### src/hdl/u2hps_pkg.sv
// Shared types, codes and constants of the USB 2.0 hub port status engine.
// Depends on nothing; every other file refers to it by scoped names.
package u2hps_pkg;

	localparam int MAX_PORTS_DEF = 8;
	localparam int QUEUE_DEPTH   = 8;

	// request and event codes
	localparam logic [3:0] FN_PORT_STATUS = 4'd0;
	localparam logic [3:0] FN_SET_FEATURE = 4'd1;
	localparam logic [3:0] FN_CLR_FEATURE = 4'd2;
	localparam logic [3:0] FN_HUB_STATUS  = 4'd3;
	localparam logic [3:0] FN_HUB_FEATURE = 4'd4;
	localparam logic [3:0] FN_CHANGE_POLL = 4'd5;
	localparam logic [3:0] FN_CANCEL_POLL = 4'd6;
	localparam logic [3:0] FN_ATTACH      = 4'd7;
	localparam logic [3:0] FN_HUB_RESET   = 4'd8;
	localparam logic [3:0] FN_FIND_FREE   = 4'd9;

	// port feature selectors
	localparam logic [15:0] SEL_PORT_ENABLE    = 16'd1;
	localparam logic [15:0] SEL_PORT_SUSPEND   = 16'd2;
	localparam logic [15:0] SEL_PORT_RESET     = 16'd4;
	localparam logic [15:0] SEL_PORT_POWER     = 16'd8;
	localparam logic [15:0] SEL_C_CONNECTION   = 16'd16;
	localparam logic [15:0] SEL_C_ENABLE       = 16'd17;
	localparam logic [15:0] SEL_C_SUSPEND      = 16'd18;
	localparam logic [15:0] SEL_C_OVERCURRENT  = 16'd19;
	localparam logic [15:0] SEL_C_RESET        = 16'd20;
	localparam logic [15:0] SEL_PORT_INDICATOR = 16'd22;

	// wPortStatus bits
	localparam logic [10:0] ST_CONNECTION = 11'h001;
	localparam logic [10:0] ST_ENABLE     = 11'h002;
	localparam logic [10:0] ST_SUSPEND    = 11'h004;
	localparam logic [10:0] ST_POWER      = 11'h100;
	localparam logic [10:0] ST_LOW_SPEED  = 11'h200;
	localparam logic [10:0] ST_HIGH_SPEED = 11'h400;

	// wPortChange bits
	localparam logic [4:0] CH_CONNECTION  = 5'h01;
	localparam logic [4:0] CH_ENABLE      = 5'h02;
	localparam logic [4:0] CH_SUSPEND     = 5'h04;
	localparam logic [4:0] CH_OVERCURRENT = 5'h08;
	localparam logic [4:0] CH_RESET       = 5'h10;

	// result status codes
	localparam logic [1:0] RS_OK      = 2'd0;
	localparam logic [1:0] RS_STALL   = 2'd1;
	localparam logic [1:0] RS_HELD    = 2'd2;
	localparam logic [1:0] RS_REFUSED = 2'd3;

	// device speeds
	localparam logic [1:0] SPD_LOW   = 2'd0;
	localparam logic [1:0] SPD_FULL  = 2'd1;
	localparam logic [1:0] SPD_HIGH  = 2'd2;
	localparam logic [1:0] SPD_SUPER = 2'd3;

	localparam logic [2:0] STATUS_BYTES = 3'd4;

	typedef struct packed {
		logic [3:0]  func;
		logic [7:0]  port;
		logic [15:0] feature;
		logic [15:0] req_length;
		logic [1:0]  device_speed;
	} item_t;

	typedef struct packed {
		logic [1:0]  result_status;
		logic [10:0] port_status_word;
		logic [4:0]  port_change_word;
		logic [15:0] change_bitmap;
		logic [2:0]  data_length;
		logic [3:0]  free_port;
		logic        from_held_poll;
		logic        last;
	} result_t;

	typedef struct packed {
		logic push;
		logic dbl;
	} push_t;

endpackage

### src/hdl/u2hps_core.sv
// Per-port status, change, presence and speed registers plus the request
// decoder that updates them. Depends on u2hps_pkg.
module u2hps_core #(
	parameter int MAX_PORTS = u2hps_pkg::MAX_PORTS_DEF
) (
	input  logic               clk,
	input  logic               arst_n,
	input  logic               cfg_we,
	input  logic [3:0]         cfg_data,
	input  logic               item_valid,
	input  u2hps_pkg::item_t   item,
	output u2hps_pkg::push_t   ctl,
	output u2hps_pkg::result_t r0,
	output u2hps_pkg::result_t r1
);

	logic [10:0] stat_q [MAX_PORTS];
	logic [4:0]  chg_q  [MAX_PORTS];
	logic [1:0]  spd_q  [MAX_PORTS];
	logic [MAX_PORTS-1:0] pres_q;
	logic        held_q;
	logic [3:0]  count_q;

	logic [10:0] stat_nx [MAX_PORTS];
	logic [4:0]  chg_nx  [MAX_PORTS];
	logic [1:0]  spd_nx  [MAX_PORTS];
	logic [MAX_PORTS-1:0] pres_nx;
	logic        held_nx;

	logic [3:0]  served;
	logic [MAX_PORTS-1:0] srv, sel;
	logic        inrange;
	logic [10:0] rd_stat, new_stat;
	logic [4:0]  rd_chg, new_chg;
	logic [1:0]  rd_spd;
	logic        rd_pres;
	logic        wr_port, hub_rst, complete;
	logic [15:0] map, cur_map;
	logic [2:0]  map_bytes, short_len;
	logic [3:0]  fp;
	u2hps_pkg::result_t fin;

	assign served = (count_q > 4'(MAX_PORTS)) ? 4'(MAX_PORTS) : count_q;
	assign inrange = (item.port != 8'd0) && (item.port <= {4'd0, served});
	assign map_bytes = (served >= 4'd8) ? 3'd2 : 3'd1;
	assign short_len = (item.req_length < 16'd4) ? item.req_length[2:0]
	                                             : u2hps_pkg::STATUS_BYTES;

	always_comb begin
		rd_stat = '0;
		rd_chg  = '0;
		rd_spd  = '0;
		rd_pres = 1'b0;
		fp      = '0;
		cur_map = '0;
		for (int i = 0; i < MAX_PORTS; i++) begin
			srv[i] = (4'(i) < served);
			sel[i] = inrange && (item.port == 8'(i + 1));
			cur_map[i + 1] = srv[i] && (chg_q[i] != 5'd0);
			if (sel[i]) begin
				rd_stat = rd_stat | stat_q[i];
				rd_chg  = rd_chg | chg_q[i];
				rd_spd  = rd_spd | spd_q[i];
				rd_pres = rd_pres | pres_q[i];
			end
		end
		for (int i = MAX_PORTS - 1; i >= 0; i--) begin
			if (srv[i] && !pres_q[i]) begin
				fp = 4'(i + 1);
			end
		end
		if (item.device_speed == u2hps_pkg::SPD_SUPER) begin
			fp = '0;
		end
	end

	// decode one request against the selected port
	always_comb begin
		wr_port  = 1'b0;
		hub_rst  = 1'b0;
		complete = 1'b0;
		new_stat = rd_stat;
		new_chg  = rd_chg;
		held_nx  = held_q;
		fin      = '0;
		fin.last = 1'b1;
		fin.result_status = u2hps_pkg::RS_OK;
		case (item.func)
			u2hps_pkg::FN_PORT_STATUS: begin
				if (inrange) begin
					fin.port_status_word = rd_stat;
					fin.port_change_word = rd_chg;
					fin.data_length = short_len;
				end else begin
					fin.result_status = u2hps_pkg::RS_STALL;
				end
			end
			u2hps_pkg::FN_SET_FEATURE: begin
				if (!inrange) begin
					fin.result_status = u2hps_pkg::RS_STALL;
				end else if (item.feature == u2hps_pkg::SEL_PORT_RESET) begin
					if (rd_pres) begin
						wr_port = 1'b1;
						new_stat = (rd_stat | u2hps_pkg::ST_ENABLE) &
						           ~(u2hps_pkg::ST_LOW_SPEED | u2hps_pkg::ST_HIGH_SPEED |
						             u2hps_pkg::ST_SUSPEND);
						if (rd_spd == u2hps_pkg::SPD_LOW) begin
							new_stat = new_stat | u2hps_pkg::ST_LOW_SPEED;
						end else if (rd_spd == u2hps_pkg::SPD_HIGH) begin
							new_stat = new_stat | u2hps_pkg::ST_HIGH_SPEED;
						end
						new_chg = rd_chg | u2hps_pkg::CH_RESET;
						complete = held_q;
					end
				end else if (item.feature == u2hps_pkg::SEL_PORT_POWER) begin
					wr_port = 1'b1;
					new_stat = rd_stat | u2hps_pkg::ST_POWER;
				end else if (item.feature == u2hps_pkg::SEL_PORT_SUSPEND) begin
					wr_port = 1'b1;
					new_stat = rd_stat | u2hps_pkg::ST_SUSPEND;
				end else if (item.feature != u2hps_pkg::SEL_PORT_INDICATOR) begin
					fin.result_status = u2hps_pkg::RS_STALL;
				end
			end
			u2hps_pkg::FN_CLR_FEATURE: begin
				if (!inrange) begin
					fin.result_status = u2hps_pkg::RS_STALL;
				end else begin
					wr_port = 1'b1;
					case (item.feature)
						u2hps_pkg::SEL_PORT_ENABLE:    new_stat = rd_stat & ~u2hps_pkg::ST_ENABLE;
						u2hps_pkg::SEL_PORT_SUSPEND:   new_stat = rd_stat & ~u2hps_pkg::ST_SUSPEND;
						u2hps_pkg::SEL_PORT_POWER:     new_stat = rd_stat & ~u2hps_pkg::ST_POWER;
						u2hps_pkg::SEL_PORT_INDICATOR: new_stat = rd_stat;
						u2hps_pkg::SEL_C_CONNECTION:   new_chg = rd_chg & ~u2hps_pkg::CH_CONNECTION;
						u2hps_pkg::SEL_C_ENABLE:       new_chg = rd_chg & ~u2hps_pkg::CH_ENABLE;
						u2hps_pkg::SEL_C_SUSPEND:      new_chg = rd_chg & ~u2hps_pkg::CH_SUSPEND;
						u2hps_pkg::SEL_C_OVERCURRENT:  new_chg = rd_chg & ~u2hps_pkg::CH_OVERCURRENT;
						u2hps_pkg::SEL_C_RESET:        new_chg = rd_chg & ~u2hps_pkg::CH_RESET;
						default: begin
							wr_port = 1'b0;
							fin.result_status = u2hps_pkg::RS_STALL;
						end
					endcase
				end
			end
			u2hps_pkg::FN_HUB_STATUS: begin
				fin.data_length = short_len;
			end
			u2hps_pkg::FN_HUB_FEATURE: begin
				fin.result_status = u2hps_pkg::RS_OK;
			end
			u2hps_pkg::FN_CHANGE_POLL: begin
				if (cur_map != 16'd0) begin
					fin.change_bitmap = cur_map;
					fin.data_length = map_bytes;
				end else if (held_q) begin
					fin.result_status = u2hps_pkg::RS_STALL;
				end else begin
					held_nx = 1'b1;
					fin.result_status = u2hps_pkg::RS_HELD;
				end
			end
			u2hps_pkg::FN_CANCEL_POLL: begin
				held_nx = 1'b0;
			end
			u2hps_pkg::FN_ATTACH: begin
				if (!inrange || item.device_speed == u2hps_pkg::SPD_SUPER || rd_pres) begin
					fin.result_status = u2hps_pkg::RS_REFUSED;
				end else begin
					wr_port = 1'b1;
					new_stat = rd_stat | u2hps_pkg::ST_CONNECTION;
					new_chg = rd_chg | u2hps_pkg::CH_CONNECTION;
					complete = held_q;
				end
			end
			u2hps_pkg::FN_HUB_RESET: begin
				hub_rst = 1'b1;
				held_nx = 1'b0;
			end
			u2hps_pkg::FN_FIND_FREE: begin
				fin.free_port = fp;
			end
			default: begin
				fin.result_status = u2hps_pkg::RS_STALL;
			end
		endcase
		if (complete) begin
			held_nx = 1'b0;
		end
	end

	// next per-port state; the bitmap reflects changes raised by this request
	always_comb begin
		map = '0;
		for (int i = 0; i < MAX_PORTS; i++) begin
			stat_nx[i] = stat_q[i];
			chg_nx[i]  = chg_q[i];
			spd_nx[i]  = spd_q[i];
			pres_nx[i] = pres_q[i];
			if (hub_rst && srv[i]) begin
				stat_nx[i] = u2hps_pkg::ST_POWER |
				             (pres_q[i] ? u2hps_pkg::ST_CONNECTION : 11'd0);
				chg_nx[i] = pres_q[i] ? u2hps_pkg::CH_CONNECTION : 5'd0;
			end else if (wr_port && sel[i]) begin
				stat_nx[i] = new_stat;
				chg_nx[i] = new_chg;
				if (item.func == u2hps_pkg::FN_ATTACH) begin
					pres_nx[i] = 1'b1;
					spd_nx[i] = item.device_speed;
				end
			end
			map[i + 1] = srv[i] && (chg_nx[i] != 5'd0);
		end
	end

	always_comb begin
		ctl.push = item_valid;
		ctl.dbl  = item_valid && complete;
		r1 = fin;
		if (complete) begin
			r0 = '0;
			r0.result_status = u2hps_pkg::RS_OK;
			r0.change_bitmap = map;
			r0.data_length = map_bytes;
			r0.from_held_poll = 1'b1;
		end else begin
			r0 = fin;
		end
	end

	always_ff @(posedge clk or negedge arst_n) begin
		if (!arst_n) begin
			for (int i = 0; i < MAX_PORTS; i++) begin
				stat_q[i] <= u2hps_pkg::ST_POWER;
				chg_q[i]  <= '0;
				spd_q[i]  <= '0;
			end
			pres_q  <= '0;
			held_q  <= 1'b0;
			count_q <= 4'd8;
		end else begin
			if (cfg_we) begin
				count_q <= cfg_data;
			end
			if (item_valid) begin
				for (int i = 0; i < MAX_PORTS; i++) begin
					stat_q[i] <= stat_nx[i];
					chg_q[i]  <= chg_nx[i];
					spd_q[i]  <= spd_nx[i];
				end
				pres_q <= pres_nx;
				held_q <= held_nx;
			end
		end
	end

endmodule

### src/hdl/u2hps_queue.sv
// Result queue: takes one or two results per cycle, hands out one per beat.
// Depends on u2hps_pkg.
module u2hps_queue (
	input  logic               clk,
	input  logic               arst_n,
	input  u2hps_pkg::push_t   ctl,
	input  u2hps_pkg::result_t r0,
	input  u2hps_pkg::result_t r1,
	input  logic               pop,
	output logic               nonempty,
	output logic               nearly_full,
	output u2hps_pkg::result_t head
);

	localparam int PW = $clog2(u2hps_pkg::QUEUE_DEPTH);
	localparam int CW = $clog2(u2hps_pkg::QUEUE_DEPTH + 1);

	u2hps_pkg::result_t mem_q [u2hps_pkg::QUEUE_DEPTH];
	logic [PW-1:0] wptr_q, rptr_q;
	logic [CW-1:0] count_q;
	logic [CW-1:0] push_n;

	assign push_n = ctl.push ? (ctl.dbl ? CW'(2) : CW'(1)) : CW'(0);
	assign nonempty = (count_q != '0);
	// leave room for the request in the input register and one more behind it
	assign nearly_full = (count_q > CW'(u2hps_pkg::QUEUE_DEPTH - 4));
	assign head = mem_q[rptr_q];

	always_ff @(posedge clk) begin
		if (ctl.push) begin
			mem_q[wptr_q] <= r0;
		end
		if (ctl.dbl) begin
			mem_q[wptr_q + PW'(1)] <= r1;
		end
	end

	always_ff @(posedge clk or negedge arst_n) begin
		if (!arst_n) begin
			wptr_q  <= '0;
			rptr_q  <= '0;
			count_q <= '0;
		end else begin
			wptr_q  <= wptr_q + PW'(push_n);
			rptr_q  <= rptr_q + PW'(pop);
			count_q <= count_q + push_n - CW'(pop);
		end
	end

endmodule

### src/hdl/usb2_hub_port_status_engine_top.sv
// USB 2.0 hub port status engine: accepts one request or event per beat.
// The first result passes through the input register and then the result queue before it shows.
// Throughput: one item per cycle while at most four results wait in the eight-entry queue.
// A held-poll completion adds a second result for the same item.
// Reset (arst_n low, asynchronous): ports powered, no devices, eight ports served, queue empty.
// Depends on u2hps_pkg, u2hps_core and u2hps_queue.
module usb2_hub_port_status_engine_top #(
	parameter int MAX_PORTS = u2hps_pkg::MAX_PORTS_DEF
) (
	input  logic        clk,
	input  logic        arst_n,
	// configuration write channel: number of served ports
	input  logic        cfg_valid,
	output logic        cfg_ready,
	input  logic [3:0]  cfg_data,
	// request channel
	input  logic        in_valid,
	output logic        in_stall,
	input  logic [3:0]  func,
	input  logic [7:0]  port,
	input  logic [15:0] feature,
	input  logic [15:0] req_length,
	input  logic [1:0]  device_speed,
	// result channel
	output logic        out_valid,
	input  logic        out_stall,
	output logic [1:0]  result_status,
	output logic [10:0] port_status_word,
	output logic [4:0]  port_change_word,
	output logic [15:0] change_bitmap,
	output logic [2:0]  data_length,
	output logic [3:0]  free_port,
	output logic        from_held_poll,
	output logic        last
);

	u2hps_pkg::item_t   item_s1;
	logic               valid_s1;
	u2hps_pkg::push_t   ctl;
	u2hps_pkg::result_t r0, r1, head;
	logic               nearly_full;
	logic               accept;

	// the register is always writable; the user must write it only while idle, the block does not enforce it
	assign cfg_ready = 1'b1;

	// stall on queue level alone, so the in-flight item always finds room
	assign in_stall = nearly_full;
	assign accept = in_valid && !in_stall;

	// input register: hold the accepted beat for decode
	always_ff @(posedge clk or negedge arst_n) begin
		if (!arst_n) begin
			valid_s1 <= 1'b0;
		end else begin
			valid_s1 <= accept;
		end
	end

	always_ff @(posedge clk) begin
		if (accept) begin
			item_s1.func         <= func;
			item_s1.port         <= port;
			item_s1.feature      <= feature;
			item_s1.req_length   <= req_length;
			item_s1.device_speed <= device_speed;
		end
	end

	// decode against port state; state advances on the same edge as the push
	u2hps_core #(
		.MAX_PORTS(MAX_PORTS)
	) u_core (
		.clk       (clk),
		.arst_n    (arst_n),
		.cfg_we    (cfg_valid && cfg_ready),
		.cfg_data  (cfg_data),
		.item_valid(valid_s1),
		.item      (item_s1),
		.ctl       (ctl),
		.r0        (r0),
		.r1        (r1)
	);

	// result register file: drop a beat at the head on each accepted output
	u2hps_queue u_queue (
		.clk        (clk),
		.arst_n     (arst_n),
		.ctl        (ctl),
		.r0         (r0),
		.r1         (r1),
		.pop        (out_valid && !out_stall),
		.nonempty   (out_valid),
		.nearly_full(nearly_full),
		.head       (head)
	);

	assign result_status    = head.result_status;
	assign port_status_word = head.port_status_word;
	assign port_change_word = head.port_change_word;
	assign change_bitmap    = head.change_bitmap;
	assign data_length      = head.data_length;
	assign free_port        = head.free_port;
	assign from_held_poll   = head.from_held_poll;
	assign last             = head.last;

endmodule

### config.mk
export PLATFORM = sky130hd
export DESIGN_NAME = usb2_hub_port_status_engine_top
export DESIGN_NICKNAME = d
export VERILOG_FILES = /design/src/hdl/u2hps_pkg.sv /design/src/hdl/u2hps_core.sv /design/src/hdl/u2hps_queue.sv /design/src/hdl/usb2_hub_port_status_engine_top.sv
export SDC_FILE = /design/constraint.sdc
export NUM_CORES = 1
export LEC_CHECK = 0
export ABC_AREA = 1
export ABC_CLOCK_PERIOD_IN_PS = 5600
export BUFFER_PORTS_ARGS = -buffer_cell sky130_fd_sc_hd__clkbuf_2
export CAP_MARGIN = 15
export CORE_ASPECT_RATIO = 1.4
export CORE_MARGIN = 2
export CORE_UTILIZATION = 25
export DETAILED_ROUTE_END_ITERATION = 10
export PLACE_DENSITY_LB_ADDON = 0.12
export SYNTH_ARGS = -nofsm -noshare
export SYNTH_HDL_FRONTEND = slang
export SYNTH_SLANG_ARGS = --single-unit
### constraint.sdc
create_clock -name clk -period 5.6 [get_ports clk]
set_input_delay 0.56 -clock clk [delete_from_list [all_inputs] [get_ports clk]]
set_output_delay 0.56 -clock clk [all_outputs]
set_load 0.05 [all_outputs]
* Word-level counts from Yosys, hierarchy flattened
Memory sizes are Yosys's and may differ from the RTL's.
Cells that the tools add are included.
** Word-level totals
- Output and inout port bits :: 46
- Flip-flop bits (word level) :: 214
- Memories kept :: 1
- Memory bits (writable) :: 344
** Cells by class
- Muxes and demuxes :: 154
- $lt $le $gt $ge :: 13
- Eq/ne operators :: 31
- Add/subtract/negate cells :: 5
- Reductions and logical operators :: 115
- Bitwise gates (word level) :: 36
** Memory list
- u_queue.mem_q :: depth 8, width 43, rd ports 1, clocked after Yosys merged registers in 0, wr ports 2, line u2hps_queue.sv:18 : u2hps_pkg::result_t mem_q [u2hps_pkg::QUEUE_DEPTH];
** Operators with widths (number)
- 11-bit 2-to-1 mux :: 29
- 5-bit 2-to-1 mux :: 28
- 16-bit by 5-bit equality test with 1-bit output, second input constant :: 6
- 5-bit nonzero test :: 16
- 11-bit bitwise OR :: 7
- 1-bit logical AND :: 52
- 1-bit 2-to-1 mux :: 49
- 4-bit 2-to-1 mux :: 12
- 43-bit 2-to-1 mux :: 1
- 5-bit bitwise OR :: 7
- 2-bit 2-to-1 mux :: 17
- 11-bit case mux with 3 select lines :: 1
- 8-bit by 3-bit equality test with 1-bit output, second input constant :: 4
- 16-bit 2-to-1 mux :: 2
- 4-bit AND reduction :: 8
- 9-bit 2-to-1 mux :: 3
- 9-bit case mux with 3 select lines :: 1
- 5-bit case mux with 5 select lines :: 1
- 16-bit by 1-bit equality test with 1-bit output, second input constant :: 1
- 16-bit by 2-bit equality test with 1-bit output, second input constant :: 1
- 16-bit by 3-bit equality test with 1-bit output, second input constant :: 1
- 16-bit by 4-bit equality test with 1-bit output, second input constant :: 1
- 4-bit by 3-bit equality test with 1-bit output, second input constant :: 4
- 8-bit by 2-bit equality test with 1-bit output, second input constant :: 2
- 45 further kinds :: 100

* Longest topological paths before layout
- Depth after elaboration :: 30
- Depth in mapped cells :: 27
- Mapped depth without buffers :: 26

* Hierarchy
A second synthesis with hierarchy kept.
** Unflattened totals
- Cells, all modules :: 4248
- Area total of the unflattened synthesis :: 32767.7 µm²
** Modules (own cells, without submodules)
- u2hps_queue :: area each 21536.9 µm², cells an instance 2840, seq. area each 10580.1 µm², instances 1
- u2hps_core :: area each 9793.1 µm², cells an instance 1355, seq. area each 3940.0 µm², instances 1
- usb2_hub_port_status_engine_top :: area each 1437.6 µm², cells an instance 53, seq. area each 1406.3 µm², instances 1

* Worst setup path before layout
No wires, ideal clock.
- Kind :: register to register
- Start point :: register u_queue.count_q[2]
- End point :: register item_s1[0] (netlist bit) (enable)
- Period minus slack after synthesis :: 3.824 ns
- Cell stages (with the launch flop) :: 5
- Data required time :: 5.150 ns
- Setup time :: 0.450 ns
- Arrival :: 3.374 ns
- Path slack :: 1.776 ns
- Cells stage by stage :: dfrtp_1 > ha_1 > o21ai_0 > o21ai_0 > nor2_1
** Between the ends
- Cells in the longest elaborated chain, start to end :: 3
** RTL lines
- start: declaration :: line u2hps_queue.sv:20 : logic [CW-1:0] count_q;
- start signal: assignment :: line u2hps_queue.sv:46 : count_q <= count_q + push_n - CW'(pop);
- 4-bit by 3-bit > comparator with 1-bit output :: line u2hps_queue.sv:26 : assign nearly_full = (count_q > CW'(u2hps_pkg::QUEUE_DEPTH - 4));
- net in_stall :: line usb2_hub_port_status_engine_top.sv:18 : output logic in_stall,
- 1-bit logical NOT :: line usb2_hub_port_status_engine_top.sv:49 : assign accept = in_valid && !in_stall;
- 1-bit logical AND :: line usb2_hub_port_status_engine_top.sv:49
- net accept :: line usb2_hub_port_status_engine_top.sv:42 : logic accept;
- end: declaration :: line usb2_hub_port_status_engine_top.sv:37 : u2hps_pkg::item_t item_s1;
The timed path passes the listed nets, and every way through them passes these cells.
A chain may end at the register's enable or synchronous reset.

==> key figures <==
Outcome
  – Status: finished, final reports clean

Critical path
  – Crit path launch type: register
  – Reg2reg start: u_core.count_q[1]$_DFFE_PN0P_
  – Max FO, Critical Path: 23
  – R2R depth: 26
  – Crit. End Element: register
  – R2r setup slk: 1.17 ns
  – WP data required: 6.07 ns
  – Arrival @ worst endpoint: 4.91 ns
  – FF-to-FF End: u_queue.mem_q[2][16]$_DFFE_PP_
  – Worst setup path class: reg -> reg

Min path
  – WHS Endpoint: item_s1[37]$_DFFE_PP_
  – Hold Path Cell Cnt: 1
  – Hold Startpoint: port[3]
  – Tightest Hold Check Type: in -> reg

Floorplanning
  – Initial Util: 0.251
  – Num rows: 133
  – Die width: 263 um
  – Top Ports: 101
  – Core area: 93500 sq um
  – Die span in y: 367 um
  – Die area: 96600 sq um

Layout
  – Post-Layout Inst Area: 27300 sq um
  – Most common cell after layout, fill and taps aside: nor2_1
  – Area grow syn2layout: 15.9%
  – Layout cell share with drive strength beyond 1: 0.136
  – Nets: 2691
  – Most frequent cells in the layout: 575 x nor2_1, 383 x nand2_1, 310 x edfxtp_1, 244 x o21ai_0, 164 x inv_1

Clock network
  – Sinks on Clock Net: 494
  – CTS root buf: clkbuf_16
  – H-tree levels: 2
  – Clk_lat worst skew: 0.65 ns
  – CTS tree: built
  – Setup bufs post-CTS: 0
  – CTS max path bufs: 3
  – Num CTS Buffers: 56
  – Clock transition at path regs: 0.07 ns

Yosys
  – Register area share after synthesis: 0.589
  – #FFs+latches synth: 494
  – Post-Synthesis Cells: 2534
  – Number of synthesized flops with an enable pin: 310
  – Synth warn: 0
  – Mapped Avg Cell Area: 9.28 sq um
  – Yosys cell types: 61
  – Mapped cell area: 23500 sq um
  – Ys async rst share: 0.340
  – Ys flop type: edfxtp_1

Global routing
  – Most Crowded Layer GR: met2
  – GRT Total Usage: 0.178
  – Vias in the first global route: 19038
  – Met3 Resource Use GR: 0.0194
  – Global-route wire length before repair: 129000 um
  – Initial antenna violation count: 4
  – Pin count of the biggest net entering global routing: 162
  – Met1 Track Usage GR: 0.210
  – GR Overflow Total: 0
  – Met2 Usage GRT: 0.323

Power and ir drop
  – Internal: 0.00751 W
  – Register share of total power: 0.376
  – Clock power frac: 0.300
  – P per Cell Area: 459 nW/um^2
  – Combinational power share: 0.324
  – Sw Share: 0.400
  – Maximum vdd ir drop: 258 uV
  – Psw: 0.00500 W
  – Leak pwr: 10.4 nW

Timing
  – Period utilization: 0.792
  – Fin. Hold Viols: 0
  – Worst Skew: 0.0228 ns
  – RSZ-0062 raised after global routing: false
  – Fin crit period: 4.43 ns
  – Setup TNS: 0 ns
  – Setup-failing EPs final: 0
  – FMAX: 226 MHz
  – Least-Margin Pin Slew: 1.13 ns
  – Relative slew slack: 0.244
  – Final Max Slew Viols: 0

Detailed routing
  – Vias/cell: 4.82
  – Post-route ant nets: 0
  – Post-route DRC: 0
  – Initial DRC count: 1324
  – Avg WL per Cell: 22.3 um
  – Total Wirelength: 86600 um
  – 1st-pass router iterations: 5
  – Via count: 18731

Placed design
  – Final Wtd Congestion: 0.904
  – Post-DP HPWL: 61900 um
  – Port Buffers: 91
  – Post-DP Area: 25400 sq um

Flow run
  – Max cap viols: 0
==> worst max-delay path by stage <==
stage                                           endpoint  slack (ns)                     startpoint
after floorplan                     item_s1[0]$_DFFE_PP_        1.78   u_queue.count_q[2]$_DFF_PN0_
after global placement    u_queue.mem_q[7][13]$_DFFE_PP_        1.21  u_core.count_q[1]$_DFFE_PN0P_
after detailed placement   u_queue.mem_q[7][6]$_DFFE_PP_        1.22  u_core.count_q[1]$_DFFE_PN0P_
after CTS                  u_queue.mem_q[7][6]$_DFFE_PP_        1.21  u_core.count_q[1]$_DFFE_PN0P_
after global routing       u_queue.mem_q[7][6]$_DFFE_PP_        0.78  u_core.count_q[1]$_DFFE_PN0P_
final                     u_queue.mem_q[2][16]$_DFFE_PP_        1.17  u_core.count_q[1]$_DFFE_PN0P_
==> routing by layer <==
layer	wire length, um	share of wire	vias up
li1	-	-	8784
met1	34500	0.40	9324
met2	45100	0.52	471
met3	3190	0.037	152
met4	3930	0.045	0
met5	0	0	-
==> what timing repair did <==
item	CTS	global route
gates resized for setup	0	0
hold buffers	1	0
endpoints found under the hold margin	7	0
setup endpoints to repair	0	0
==> synth_stat cells (all sizes together), types with 2 or more instances <==
| cell | number | share of area |
|---|---|---|
| dfstp | 9 | 0.010 |
| nor4 | 11 | 0.0035 |
| a31oi | 40 | 0.011 |
| clkbuf | 62 | 0.0099 |
| dfxtp | 16 | 0.014 |
| o21ai | 272 | 0.059 |
| inv | 192 | 0.031 |
| nand2 | 411 | 0.070 |
| buf | 60 | 0.015 |
| o22ai | 35 | 0.0093 |
| a211oi | 2 | 0.00064 |
| nand3b | 2 | 0.00064 |
| nor3 | 20 | 0.0052 |
| fa | 2 | 0.0017 |
| a21oi | 111 | 0.026 |
| edfxtp | 310 | 0.40 |
| xnor2 | 3 | 0.0011 |
| a22oi | 6 | 0.0019 |
| or2 | 15 | 0.0040 |
| a32o | 6 | 0.0026 |
| ha | 15 | 0.0080 |
| conb | 2 | 0.00032 |
| a22o | 48 | 0.018 |
| o31ai | 6 | 0.0019 |
| o211ai | 3 | 0.00096 |
| o41ai | 2 | 0.00075 |
| dfrtp | 159 | 0.17 |
| nand4 | 20 | 0.0061 |
| nor2 | 594 | 0.098 |
| a221oi | 13 | 0.0054 |
| nand3 | 77 | 0.018 |
==> cells by family after synthesis <==
kind of cell             synth area share
XOR/XNOR                          0.00149
adder cells (fa/ha/maj)           0.00968
AO/OA/AOI/OAI                       0.139
flip-flops                          0.589
other                            0.000319
AND/OR/NAND/NOR                     0.206
buffers and inverters              0.0556
==> cell type report <==
class                   count  area [sq um]
repair buffers            142           912
clock inverters            15           158
flip-flops and latches    494         13800
multi-input cells        1732          8400
clock buffers              91          1680
fillers                  9933         66300
well taps                1215          1520
diodes                      3          7.51
inverters                 193           729
==> registers in the layout, summed over array words and instances (netlist names) <==
signal           cells
valid_s1             1
u_queue.count_q      4
u_queue.mem_q      280
u_core.spd_q        16
u_core.held_q        1
u_core.count_q       4
u_core.chg_q        40
item_s1             46
u_core.pres_q        8
u_core.stat_q       88
u_queue.wptr_q       3
u_queue.rptr_q       3
==> per-stage QoR <==
step / total power [W] / setup slack, ns / utilization / hold slack, ns / instances
final: 0.0125 / 1.17 / 0.292 / 0.0986 / 3885
after global routing: 0.0132 / 0.778 / 0.292 / 0.0768 / 3885
after CTS: 0.0127 / 1.21 / 0.291 / 0.0672 / 3881
after detailed placement: 0.00892 / 1.22 / 0.271 / 0.376 / 3774
after global placement: 0.00891 / 1.21 / 0.271 / 0.377 / 3773
after floorplan: 0.00750 / 1.78 / - / 0.264 / 2541
==> worst max-delay path, cell delays in order, from the launching register on <==
cell and delay [ns]:
dfrtp_1 0.42, nor2_1 0.13, nand2_1 0.10, nand2_1 0.07, nand2_1 0.06, ha_1 0.30
nand2_1 0.08, nand2_1 0.05, nand2_1 0.05, nand2_1 0.04, nand2_1 0.25, nand2_4 0.16
inv_4 0.29, nand2_1 0.24, inv_1 0.62, nand2_1 0.09, o21ai_0 0.10, nor2_1 0.07
nand2_1 0.10, o21ai_2 0.12, inv_2 0.18, nand3_1 0.12, nand2_1 0.10, nor2_1 0.05
nand3_2 0.11, nand2_2 0.15, a21oi_1 0.17
==> power groups by stage <==
stage | clock, W | combinational [W] | sequential, W
after floorplan | 0 | 0.00288 | 0.00462
after global placement | 0 | 0.00414 | 0.00478
after detailed placement | 0 | 0.00414 | 0.00478
after CTS | 0.00385 | 0.00415 | 0.00471
after global routing | 0.00398 | 0.00446 | 0.00476
final | 0.00375 | 0.00405 | 0.00471
Power figures use the tool's default switching activity.
